File: config.mk
export PLATFORM = sky130hd
export DESIGN_NAME = rgb_to_hls_convert
export DESIGN_NICKNAME = d
export VERILOG_FILES = /design/src/hw/rtl/rhls_pkg.sv /design/src/hw/rtl/rgb_to_hls_convert.sv
export SDC_FILE = /design/constraint.sdc
export NUM_CORES = 2
export LEC_CHECK = 0
export BUFFER_PORTS_ARGS = -buffer_cell sky130_fd_sc_hd__buf_2
export CORE_ASPECT_RATIO = 0.5
export CORE_UTILIZATION = 45
export DETAILED_ROUTE_END_ITERATION = 8
export GPL_ROUTABILITY_DRIVEN = 0
export SETUP_SLACK_MARGIN = 0.02
export SKIP_CTS_REPAIR_TIMING = 1
export SYNTH_ARGS = -nofsm -noshare
export SYNTH_HDL_FRONTEND = slang
export SYNTH_SLANG_ARGS = --single-unit
File: constraint.sdc
create_clock -name clk -period 13 [get_ports clk]
set_input_delay 0.65 -clock clk [delete_from_list [all_inputs] [get_ports clk]]
set_output_delay 0.65 -clock clk [all_outputs]
set_load 0.01 [all_outputs]
File: src/hw/rtl/rhls_pkg.sv
// rhls_pkg: types, constants and the divider step for the rgb to hls converter
// no dependencies; imported by rgb_to_hls_convert
package rhls_pkg;

    localparam int unsigned CH_W    = 8;
    localparam int unsigned HUE_W   = 15;
    localparam int unsigned SUM_W   = 9;
    localparam int unsigned SAT_W   = 8;
    localparam int unsigned Q_W     = 12;   // hue quotient bits, 3840 fits
    localparam int unsigned REM_W   = 20;   // 3840 * 255 fits

    localparam logic [HUE_W-1:0] HUE_FULL  = 15'd23040;  // 360 degrees
    localparam logic [HUE_W-1:0] HUE_GREEN = 15'd7680;   // 120 degrees
    localparam logic [HUE_W-1:0] HUE_BLUE  = 15'd15360;  // 240 degrees
    localparam logic [SUM_W-1:0] SUM_FULL  = 9'd510;
    localparam logic [SUM_W-1:0] SUM_HALF  = 9'd255;

    typedef enum logic [1:0] {
        MAX_RED,
        MAX_GREEN,
        MAX_BLUE
    } max_sel_t;

    // one item inside the division pipeline, both quotients run side by side
    typedef struct packed {
        logic [REM_W-1:0] hue_rem;
        logic [CH_W-1:0]  hue_den;
        logic [Q_W-1:0]   hue_q;
        logic [REM_W-1:0] sat_rem;
        logic [CH_W-1:0]  sat_den;
        logic [Q_W-1:0]   sat_q;
        logic             hue_neg;
        max_sel_t         sel;
        logic             gray;
        logic [SUM_W-1:0] sum;
    } div_item_t;

    // one restoring division step at quotient bit bitpos
    function automatic div_item_t div_step(input div_item_t x, input int unsigned bitpos);
        div_item_t        y;
        logic [REM_W-1:0] hd;
        logic [REM_W-1:0] sd;
        y  = x;
        hd = REM_W'(x.hue_den) << bitpos;
        sd = REM_W'(x.sat_den) << bitpos;
        if (x.hue_rem >= hd)
        begin
            y.hue_rem        = x.hue_rem - hd;
            y.hue_q[bitpos]  = 1'b1;
        end
        if (x.sat_rem >= sd)
        begin
            y.sat_rem        = x.sat_rem - sd;
            y.sat_q[bitpos]  = 1'b1;
        end
        return y;
    endfunction

endpackage

File: src/hw/rtl/rgb_to_hls_convert.sv
// rgb_to_hls_convert: pipelined rgb pixel to hue, doubled lightness, saturation
// depends on rhls_pkg for types, constants and the division step
//
// Takes one 8-bit rgb pixel per clock while in_stall is low and gives one result per
// pixel, in order. One stage finds max, min and the hue difference, one forms the
// numerators and divisors, twelve stages run a restoring division one quotient bit
// per stage (hue and saturation in parallel), and the last stage builds the hue and
// registers the outputs.
// Every stage holds its own valid bit, so a stall on the output fills bubbles
// first and the input is stalled only when all stages are occupied.
// Hue is in 1/64 degree (0..23039), lightness_x2 is max+min, saturation 0..255.
module rgb_to_hls_convert
(
    input  logic                              clk,
    input  logic                              rst_n,
    input  logic                              in_valid,
    output logic                              in_stall,
    input  logic [rhls_pkg::CH_W-1:0]         red,
    input  logic [rhls_pkg::CH_W-1:0]         green,
    input  logic [rhls_pkg::CH_W-1:0]         blue,
    output logic                              out_valid,
    input  logic                              out_stall,
    output logic [rhls_pkg::HUE_W-1:0]        hue,
    output logic [rhls_pkg::SUM_W-1:0]        lightness_x2,
    output logic [rhls_pkg::SAT_W-1:0]        saturation
);
    import rhls_pkg::*;

    // stage a: max/min and channel difference
    logic             a_valid_reg;
    max_sel_t         a_sel_reg,   a_sel_next;
    logic [SUM_W-1:0] a_sum_reg,   a_sum_next;
    logic [CH_W-1:0]  a_delta_reg, a_delta_next;
    logic [CH_W-1:0]  a_mag_reg,   a_mag_next;
    logic             a_neg_reg,   a_neg_next;

    // stage b: numerators and divisors
    logic             b_valid_reg;
    div_item_t        b_reg, b_next;

    // division stages
    logic             d_valid_reg [Q_W];
    div_item_t        d_reg       [Q_W];

    // output stage
    logic             out_valid_reg;
    logic [HUE_W-1:0] hue_reg, hue_next;
    logic [SUM_W-1:0] light_reg;
    logic [SAT_W-1:0] sat_reg;

    logic             en_a, en_b, en_out;
    logic             en_d [Q_W];

    // a stage loads when it is empty or its content moves on
    always_comb
    begin
        en_out = !out_valid_reg || !out_stall;
        en_d[Q_W-1] = !d_valid_reg[Q_W-1] || en_out;
        for (int k = Q_W - 2; k >= 0; k--)
        begin
            en_d[k] = !d_valid_reg[k] || en_d[k+1];
        end
        en_b = !b_valid_reg || en_d[0];
        en_a = !a_valid_reg || en_b;
    end

    assign in_stall = !en_a;

    // stage a logic
    always_comb
    begin
        logic [CH_W-1:0] mx, mn, pa, pb;
        if (red >= green && red >= blue)
        begin
            a_sel_next = MAX_RED;
            mx = red;
            pa = green;
            pb = blue;
        end
        else if (green >= blue)
        begin
            a_sel_next = MAX_GREEN;
            mx = green;
            pa = blue;
            pb = red;
        end
        else
        begin
            a_sel_next = MAX_BLUE;
            mx = blue;
            pa = red;
            pb = green;
        end
        mn = red;
        if (green < mn)
        begin
            mn = green;
        end
        if (blue < mn)
        begin
            mn = blue;
        end
        a_sum_next   = SUM_W'(mx) + SUM_W'(mn);
        a_delta_next = mx - mn;
        a_neg_next   = pa < pb;
        a_mag_next   = (pa >= pb) ? (pa - pb) : (pb - pa);
    end

    // stage b logic
    always_comb
    begin
        logic [SUM_W-1:0] den;
        b_next = '0;
        // 3840 * mag and 255 * delta as shift and subtract
        b_next.hue_rem = (REM_W'(a_mag_reg) << 12) - (REM_W'(a_mag_reg) << 8);
        b_next.sat_rem = (REM_W'(a_delta_reg) << 8) - REM_W'(a_delta_reg);
        b_next.hue_den = a_delta_reg;
        den = (a_sum_reg <= SUM_HALF) ? a_sum_reg : (SUM_FULL - a_sum_reg);
        b_next.sat_den = den[CH_W-1:0];
        b_next.hue_neg = a_neg_reg;
        b_next.sel     = a_sel_reg;
        b_next.gray    = (a_delta_reg == '0);
        b_next.sum     = a_sum_reg;
    end

    // output stage: turn the quotient into a wrapped hue
    always_comb
    begin
        div_item_t        x;
        logic [HUE_W-1:0] q;
        logic [HUE_W-1:0] base;
        logic [HUE_W-1:0] nz;
        x    = d_reg[Q_W-1];
        q    = HUE_W'(x.hue_q);
        nz   = HUE_W'(x.hue_rem != '0);
        base = (x.sel == MAX_GREEN) ? HUE_GREEN : HUE_BLUE;
        if (x.gray)
        begin
            hue_next = '0;
        end
        else if (x.sel == MAX_RED)
        begin
            // truncation toward zero, then wrap a negative angle
            hue_next = (x.hue_neg && q != '0) ? (HUE_FULL - q) : q;
        end
        else
        begin
            // offset keeps the exact value positive, so floor it
            hue_next = x.hue_neg ? (base - q - nz) : (base + q);
        end
    end

    always_ff @(posedge clk or negedge rst_n)
    begin
        if (!rst_n)
        begin
            a_valid_reg   <= 1'b0;
            b_valid_reg   <= 1'b0;
            out_valid_reg <= 1'b0;
            for (int k = 0; k < Q_W; k++)
            begin
                d_valid_reg[k] <= 1'b0;
            end
        end
        else
        begin
            if (en_a)
            begin
                a_valid_reg <= in_valid;
            end
            if (en_b)
            begin
                b_valid_reg <= a_valid_reg;
            end
            if (en_d[0])
            begin
                d_valid_reg[0] <= b_valid_reg;
            end
            for (int k = 1; k < Q_W; k++)
            begin
                if (en_d[k])
                begin
                    d_valid_reg[k] <= d_valid_reg[k-1];
                end
            end
            if (en_out)
            begin
                out_valid_reg <= d_valid_reg[Q_W-1];
            end
        end
    end

    always_ff @(posedge clk)
    begin
        if (en_a)
        begin
            a_sel_reg   <= a_sel_next;
            a_sum_reg   <= a_sum_next;
            a_delta_reg <= a_delta_next;
            a_mag_reg   <= a_mag_next;
            a_neg_reg   <= a_neg_next;
        end
        if (en_b)
        begin
            b_reg <= b_next;
        end
        if (en_d[0])
        begin
            d_reg[0] <= div_step(b_reg, Q_W - 1);
        end
        for (int k = 1; k < Q_W; k++)
        begin
            if (en_d[k])
            begin
                d_reg[k] <= div_step(d_reg[k-1], Q_W - 1 - k);
            end
        end
        if (en_out)
        begin
            hue_reg   <= hue_next;
            light_reg <= d_reg[Q_W-1].sum;
            sat_reg   <= d_reg[Q_W-1].gray ? '0 : d_reg[Q_W-1].sat_q[SAT_W-1:0];
        end
    end

    assign out_valid    = out_valid_reg;
    assign hue          = hue_reg;
    assign lightness_x2 = light_reg;
    assign saturation   = sat_reg;

    // input backs up only when every stage up to the output holds an item
    a_stall_full: assert property (@(posedge clk) disable iff (!rst_n)
        in_stall |-> (out_valid && out_stall && a_valid_reg && b_valid_reg))
        else $error("input stalled with a free stage");

    a_hue_range: assert property (@(posedge clk) disable iff (!rst_n)
        out_valid |-> (hue < HUE_FULL))
        else $error("hue out of range");

    // a colored pixel always has nonzero saturation
    a_gray_sat: assert property (@(posedge clk) disable iff (!rst_n)
        (out_valid && saturation == '0) |-> (hue == '0))
        else $error("zero saturation with nonzero hue");

    a_light_range: assert property (@(posedge clk) disable iff (!rst_n)
        out_valid |-> (lightness_x2 <= SUM_FULL))
        else $error("lightness out of range");

endmodule

After elaboration in Yosys (flattened, before gate mapping)
Memories as Yosys holds them, arrays and structs flattened.
Index checks and enable logic that the tools add are counted.
- add/subtract/negate cells: 35
- magnitude comparators: 32
- eq/ne operators: 1
- mux-type cells: 135
- reduce and logical (&&, ||, !) cells: 38
- operator list (cell ; count):
    $mux 20 ; 48
    $mux 8 ; 10
    $mux 1 ; 72
    $sub 20x16->20 ; 3
    $mux 15 ; 3
    $ge 20x10->1 ; 2
    $ge 20x11->1 ; 2
    $ge 20x12->1 ; 2
    $ge 20x13->1 ; 2
    $ge 20x14->1 ; 2
    $ge 20x15->1 ; 2
    $ge 20x16->1 ; 2
    $ge 20x17->1 ; 2
    $ge 20x18->1 ; 2
    $ge 20x19->1 ; 2
    $ge 20x8->1 ; 2
    $ge 20x9->1 ; 2
    $sub 20x10->20 ; 2
    $sub 20x11->20 ; 2
    $sub 20x12->20 ; 2
    $sub 20x13->20 ; 2
    $sub 20x14->20 ; 2
    $sub 20x15->20 ; 2
    $sub 20x17->20 ; 2
    other kinds (25) ; 67
- register bits: 144
- bits in writable memories: 1116
- input bits: 28
- output and inout port bits: 34
- word-level logic and storage cells: 273
- memories: 1
- memory list (name ; depth ; bits a word ; read ports ; clocked after memory_dff ; write ports ; RTL line ; text):
    d_reg ; 12 ; 93 ; 12 ; 0 ; 12 ; rgb_to_hls_convert.sv:43 ; div_item_t d_reg [Q_W];

Longest topological paths before layout
- depth in word-level cells: 17
- gate-level depth with buffers: 28
- mapped depth without buffers: 27

Least setup slack after synthesis
OpenSTA, ideal clock, no wires.
- kind: in2reg
- start: input out_stall
- end: register b_reg[10] (netlist bit) (enable)
- setup time: 0.777 ns
- arrival: 5.948 ns
- data required time: 12.223 ns
- slack: 6.275 ns
- stages on the path: 5
- buffers on the path: 0
- cell sequence: nand3_1 -> nor2_1 -> nand2_1 -> nor3_1 -> nand3_1
- RTL lines (item ; RTL line ; text):
    start, declared ; rgb_to_hls_convert.sv:22 ; input logic out_stall,
    end signal, assigned ; rgb_to_hls_convert.sv:205 ; b_reg <= b_next;
    end, declared ; rgb_to_hls_convert.sv:39 ; div_item_t b_reg, b_next;

Final worst setup path
- start: input red[3] (netlist bit)
- end: register a_sum_reg[8], data pin
- cells in the longest elaborated chain, start to end: 5
- elaborated cells between the ends (all ways): 9
- those cells by class: 1 x add/sub; 4 x order compare; 3 x mux; 1 x reduce/logical
- ends and longest elaborated chain (item ; RTL line ; text):
    start, declared ; rgb_to_hls_convert.sv:18 ; input logic [rhls_pkg::CH_W-1:0] red,
    $lt 8x8->1 ; rgb_to_hls_convert.sv:95 ; if (green < mn)
    $mux 8 ; rgb_to_hls_convert.sv:95 ;
    $lt 8x8->1 ; rgb_to_hls_convert.sv:99 ; if (blue < mn)
    $mux 8 ; rgb_to_hls_convert.sv:99 ;
    $add 8x8->9 * ; rgb_to_hls_convert.sv:103 ; a_sum_next = SUM_W'(mx) + SUM_W'(mn);
    net a_sum_next[8] ; rgb_to_hls_convert.sv:32 ; logic [SUM_W-1:0] a_sum_reg, a_sum_next;
    end signal, assigned ; rgb_to_hls_convert.sv:198 ; a_sum_reg <= a_sum_next;
    end, declared ; rgb_to_hls_convert.sv:32 ;
The timed path passes the listed nets; every way through them passes the cells marked *.
A chain may end at the register's enable or synchronous reset.

==> results.md <==
- Crit. End Element: flop
- Dpl ws: 6.29 ns
- Global-route wire length before repair: 132 mm
- Worst-path clk slew: 0.06 ns
- Slowest cell on crit path: a31oi_2
- VDD IR max: 0.113 mV
- Tcrit/Tclk final: 46.5%
- Post-synth top area cell: edfxtp_1
- Antenna Cells: 0
- Final ANT Viol Nets: 0
- H-Tree Depth: 3
- Post-Place Cell Area: 0.0481 sq mm
- Synth top area cells: edfxtp_1 (60%), ha_1 (7.7%), inv_1 (2.8%)
- TritonCTS clock tree: built
- Most frequent CP cell: a21oi_1
- Commonest non-fill, non-tap cell in the layout: edfxtp_1
- Total GRT Usage: 15.6%
- Critical Path AT: 6.47 ns
- Hold Path Class: in -> reg
- Grt total ovfl: 0
- Final wirelength: 80.0 mm
- Worst setup slack after layout: 6.96 ns
- Count of input and output buffers: 61
- Chip width: 454 um
- Dpl hpwl: 59.4 mm
- Synth top area share: 60.5%
- Design Power: 14.6 mW
- Synth Register Bits: 942
- Clock buffer count from CTS: 86
- Max Fclk: 0.165 GHz
- Final setup fails: 0
- Ratio of cells with drive above 1 in the final layout: 8.07%
- Largest net degree at the start of global routing: 69
- Most frequent cells in the layout: edfxtp_1 (927), inv_1 (338), ha_1 (284)
- Clock network power share: 17.0%
- Starting Density: 45.7%
- Placeable Area: 0.101 sq mm
- Combinational Power Share: 39.6%
- Die area: 0.104 sq mm
- Switch share: 34.9%
- Final TNS setup: 0 ns
- Drt first pass iters: 5
- Inst Count DP: 5042
- Psw: 5.11 mW
- RSZ-0062 raised after global routing: false
- Crit-path max cell delay: 0.82 ns
- Clock sinks: 942
- Remaining DRCs: 0
- Synth-to-layout area growth: 10.5%
- CP top delay family: compound AO/OA/AOI/OAI gates
- Yosys warns: 0
- Outcome: finished clean
- Cell Pwr Density: 287 mW/mm^2
- Std-Cell Rows: 82
- Minimum clock period: 6.04 ns
- Final hold vios: 0
- Finished Cell Area: 0.0509 sq mm
- Post-Layout Cell Count: 5197
- Maximum fanout along the worst path: 14
- Avg Cell Area, Syn: 12.6 sq um
- Synth Flop Type: edfxtp_1
- Setup Skew: 0.0174 ns
- Synth async-reset ratio: 1.59%
- DRT iter0 DRCs: 1587
- # IOs: 62
- Clk root buf: clkbuf_16
- Post-synth EDFFs: 927
- Reg power frac: 43.4%
- Register area share after synthesis: 61.3%
- Max reg flops: 813
- WP buf/inv: 5
- Vias in the first global route: 26800
- Layout Nets: 4126
- Rel. slew slack: 21.0%
- Initial antenna violation count: 1
- Least-Margin Pin Slew: 1.18 ns
- Leakage power total: 19.8 nW
- Mapped Nets: 4002
- Vias: 26700
- Post-Synthesis Cells: 3663
- Post-Syn Area: 0.0460 sq mm
- DR WL/cell: 15.4 um
- Vias/cell: 5.14
- Max Cap Violations: 0
- Clk_lat worst skew: 0.67 ns
- Synth cell types: 73
- Power Internal: 9.51 mW
- Worst EP required: 13.43 ns
- CP Launch Type: input pin
- Max Transition Viols Final: 0
- Die H: 228 um
- Setup Crit Path Kind: in -> reg
- Worst-case clock buffer depth: 3
[power by group through the flow]
stage | logic [mW] | registers [mW] | clock network, mW
after detailed placement | 5.78 | 6.41 | 0
after CTS | 5.81 | 6.35 | 2.56
after global placement | 5.60 | 6.37 | 0
after floorplan | 4.64 | 6.08 | 0
after global routing | 6.61 | 6.52 | 2.68
final | 5.79 | 6.34 | 2.48
[worst paths after layout]
check                      slack [ns]        endpoint  cells past startpoint          start
setup / recovery                 6.96    a_sum_reg[8]                     29         red[3]
hold / removal                   0.21     a_valid_reg                      2       in_valid
setup reg to reg                 9.43         hue[10]                     12  d_reg[2][353]
hold reg to reg                  0.42    d_reg[1][11]                      0  d_reg[0][290]
max in group asynchronous       12.28  d_valid_reg[3]                      2          rst_n
min in group asynchronous        0.44  d_valid_reg[4]                      2          rst_n
[layer usage]
layer	global-route usage [%]	vias up	routed length (um)
met5	0	-	0
met4	5.56	0	2500
met3	2.78	156	3090
met2	26.3	456	37300
met1	20.2	12400	37200
li1	-	13600	-
[logic make-up after synthesis]
logic type                 share of synthesized area [%]
and+or+nand+nor                                     10.7
DFF                                                 61.3
AOI/OAI and AO/OA                                   9.32
buffers and inverters                               3.25
adders and majority gates                           8.89
xor gates and xnor gates                            4.89
muxes                                               1.61
other                                            0.00815
[synth_stat cells, types with 6 or more instances]
library cell,n
o31a_1,7
or3_1,37
and2_1,12
dfrtp_1,15
edfxtp_1,927
nand4_1,32
o211ai_1,16
or4_1,10
o21bai_1,10
a211oi_1,23
inv_1,342
xor2_1,123
a2111oi_0,9
a21boi_0,22
nor4b_1,15
fa_1,27
nor2b_1,65
a21o_1,47
o31ai_1,35
ha_1,284
nand2_1,232
a21oi_1,176
nand4b_1,11
a31oi_1,18
clkbuf_1,48
o21a_1,55
buf_2,6
mux2_2,32
mux2i_1,38
and3_1,9
nand3b_1,7
nand3_1,39
nand2b_1,67
o21ai_0,223
nor2_1,261
or2_2,29
xnor2_1,134
nor3_1,92
nor4_1,52
[worst reg2reg max path, delay by kind of cell, from the launching register on]
family                   cells  cell delay (ns)
adder cells (fa/ha/maj)      2             0.40
flip-flops                   1             0.36
AND/OR/NAND/NOR              3             0.73
AO/OA/AOI/OAI                7             1.80
[per-stage QoR]
step	hold WS [ns]	util, %
floorplan	0.354	-
global placement	0.401	47.8
detailed placement	0.405	47.8
CTS	-0.163	50.5
global route	0.178	50.5
finish	0.212	50.5
[cell type report]
cell class | count | area [sq um]
clock buffers | 111 | 2300
clock inverters | 43 | 464
fillers | 8601 | 49900
inverters | 342 | 1280
multi-input cells | 2324 | 16400
flip-flops and latches | 942 | 28200
well taps | 1344 | 1680
repair buffers | 91 | 533
Power figures use the tool's default switching activity.
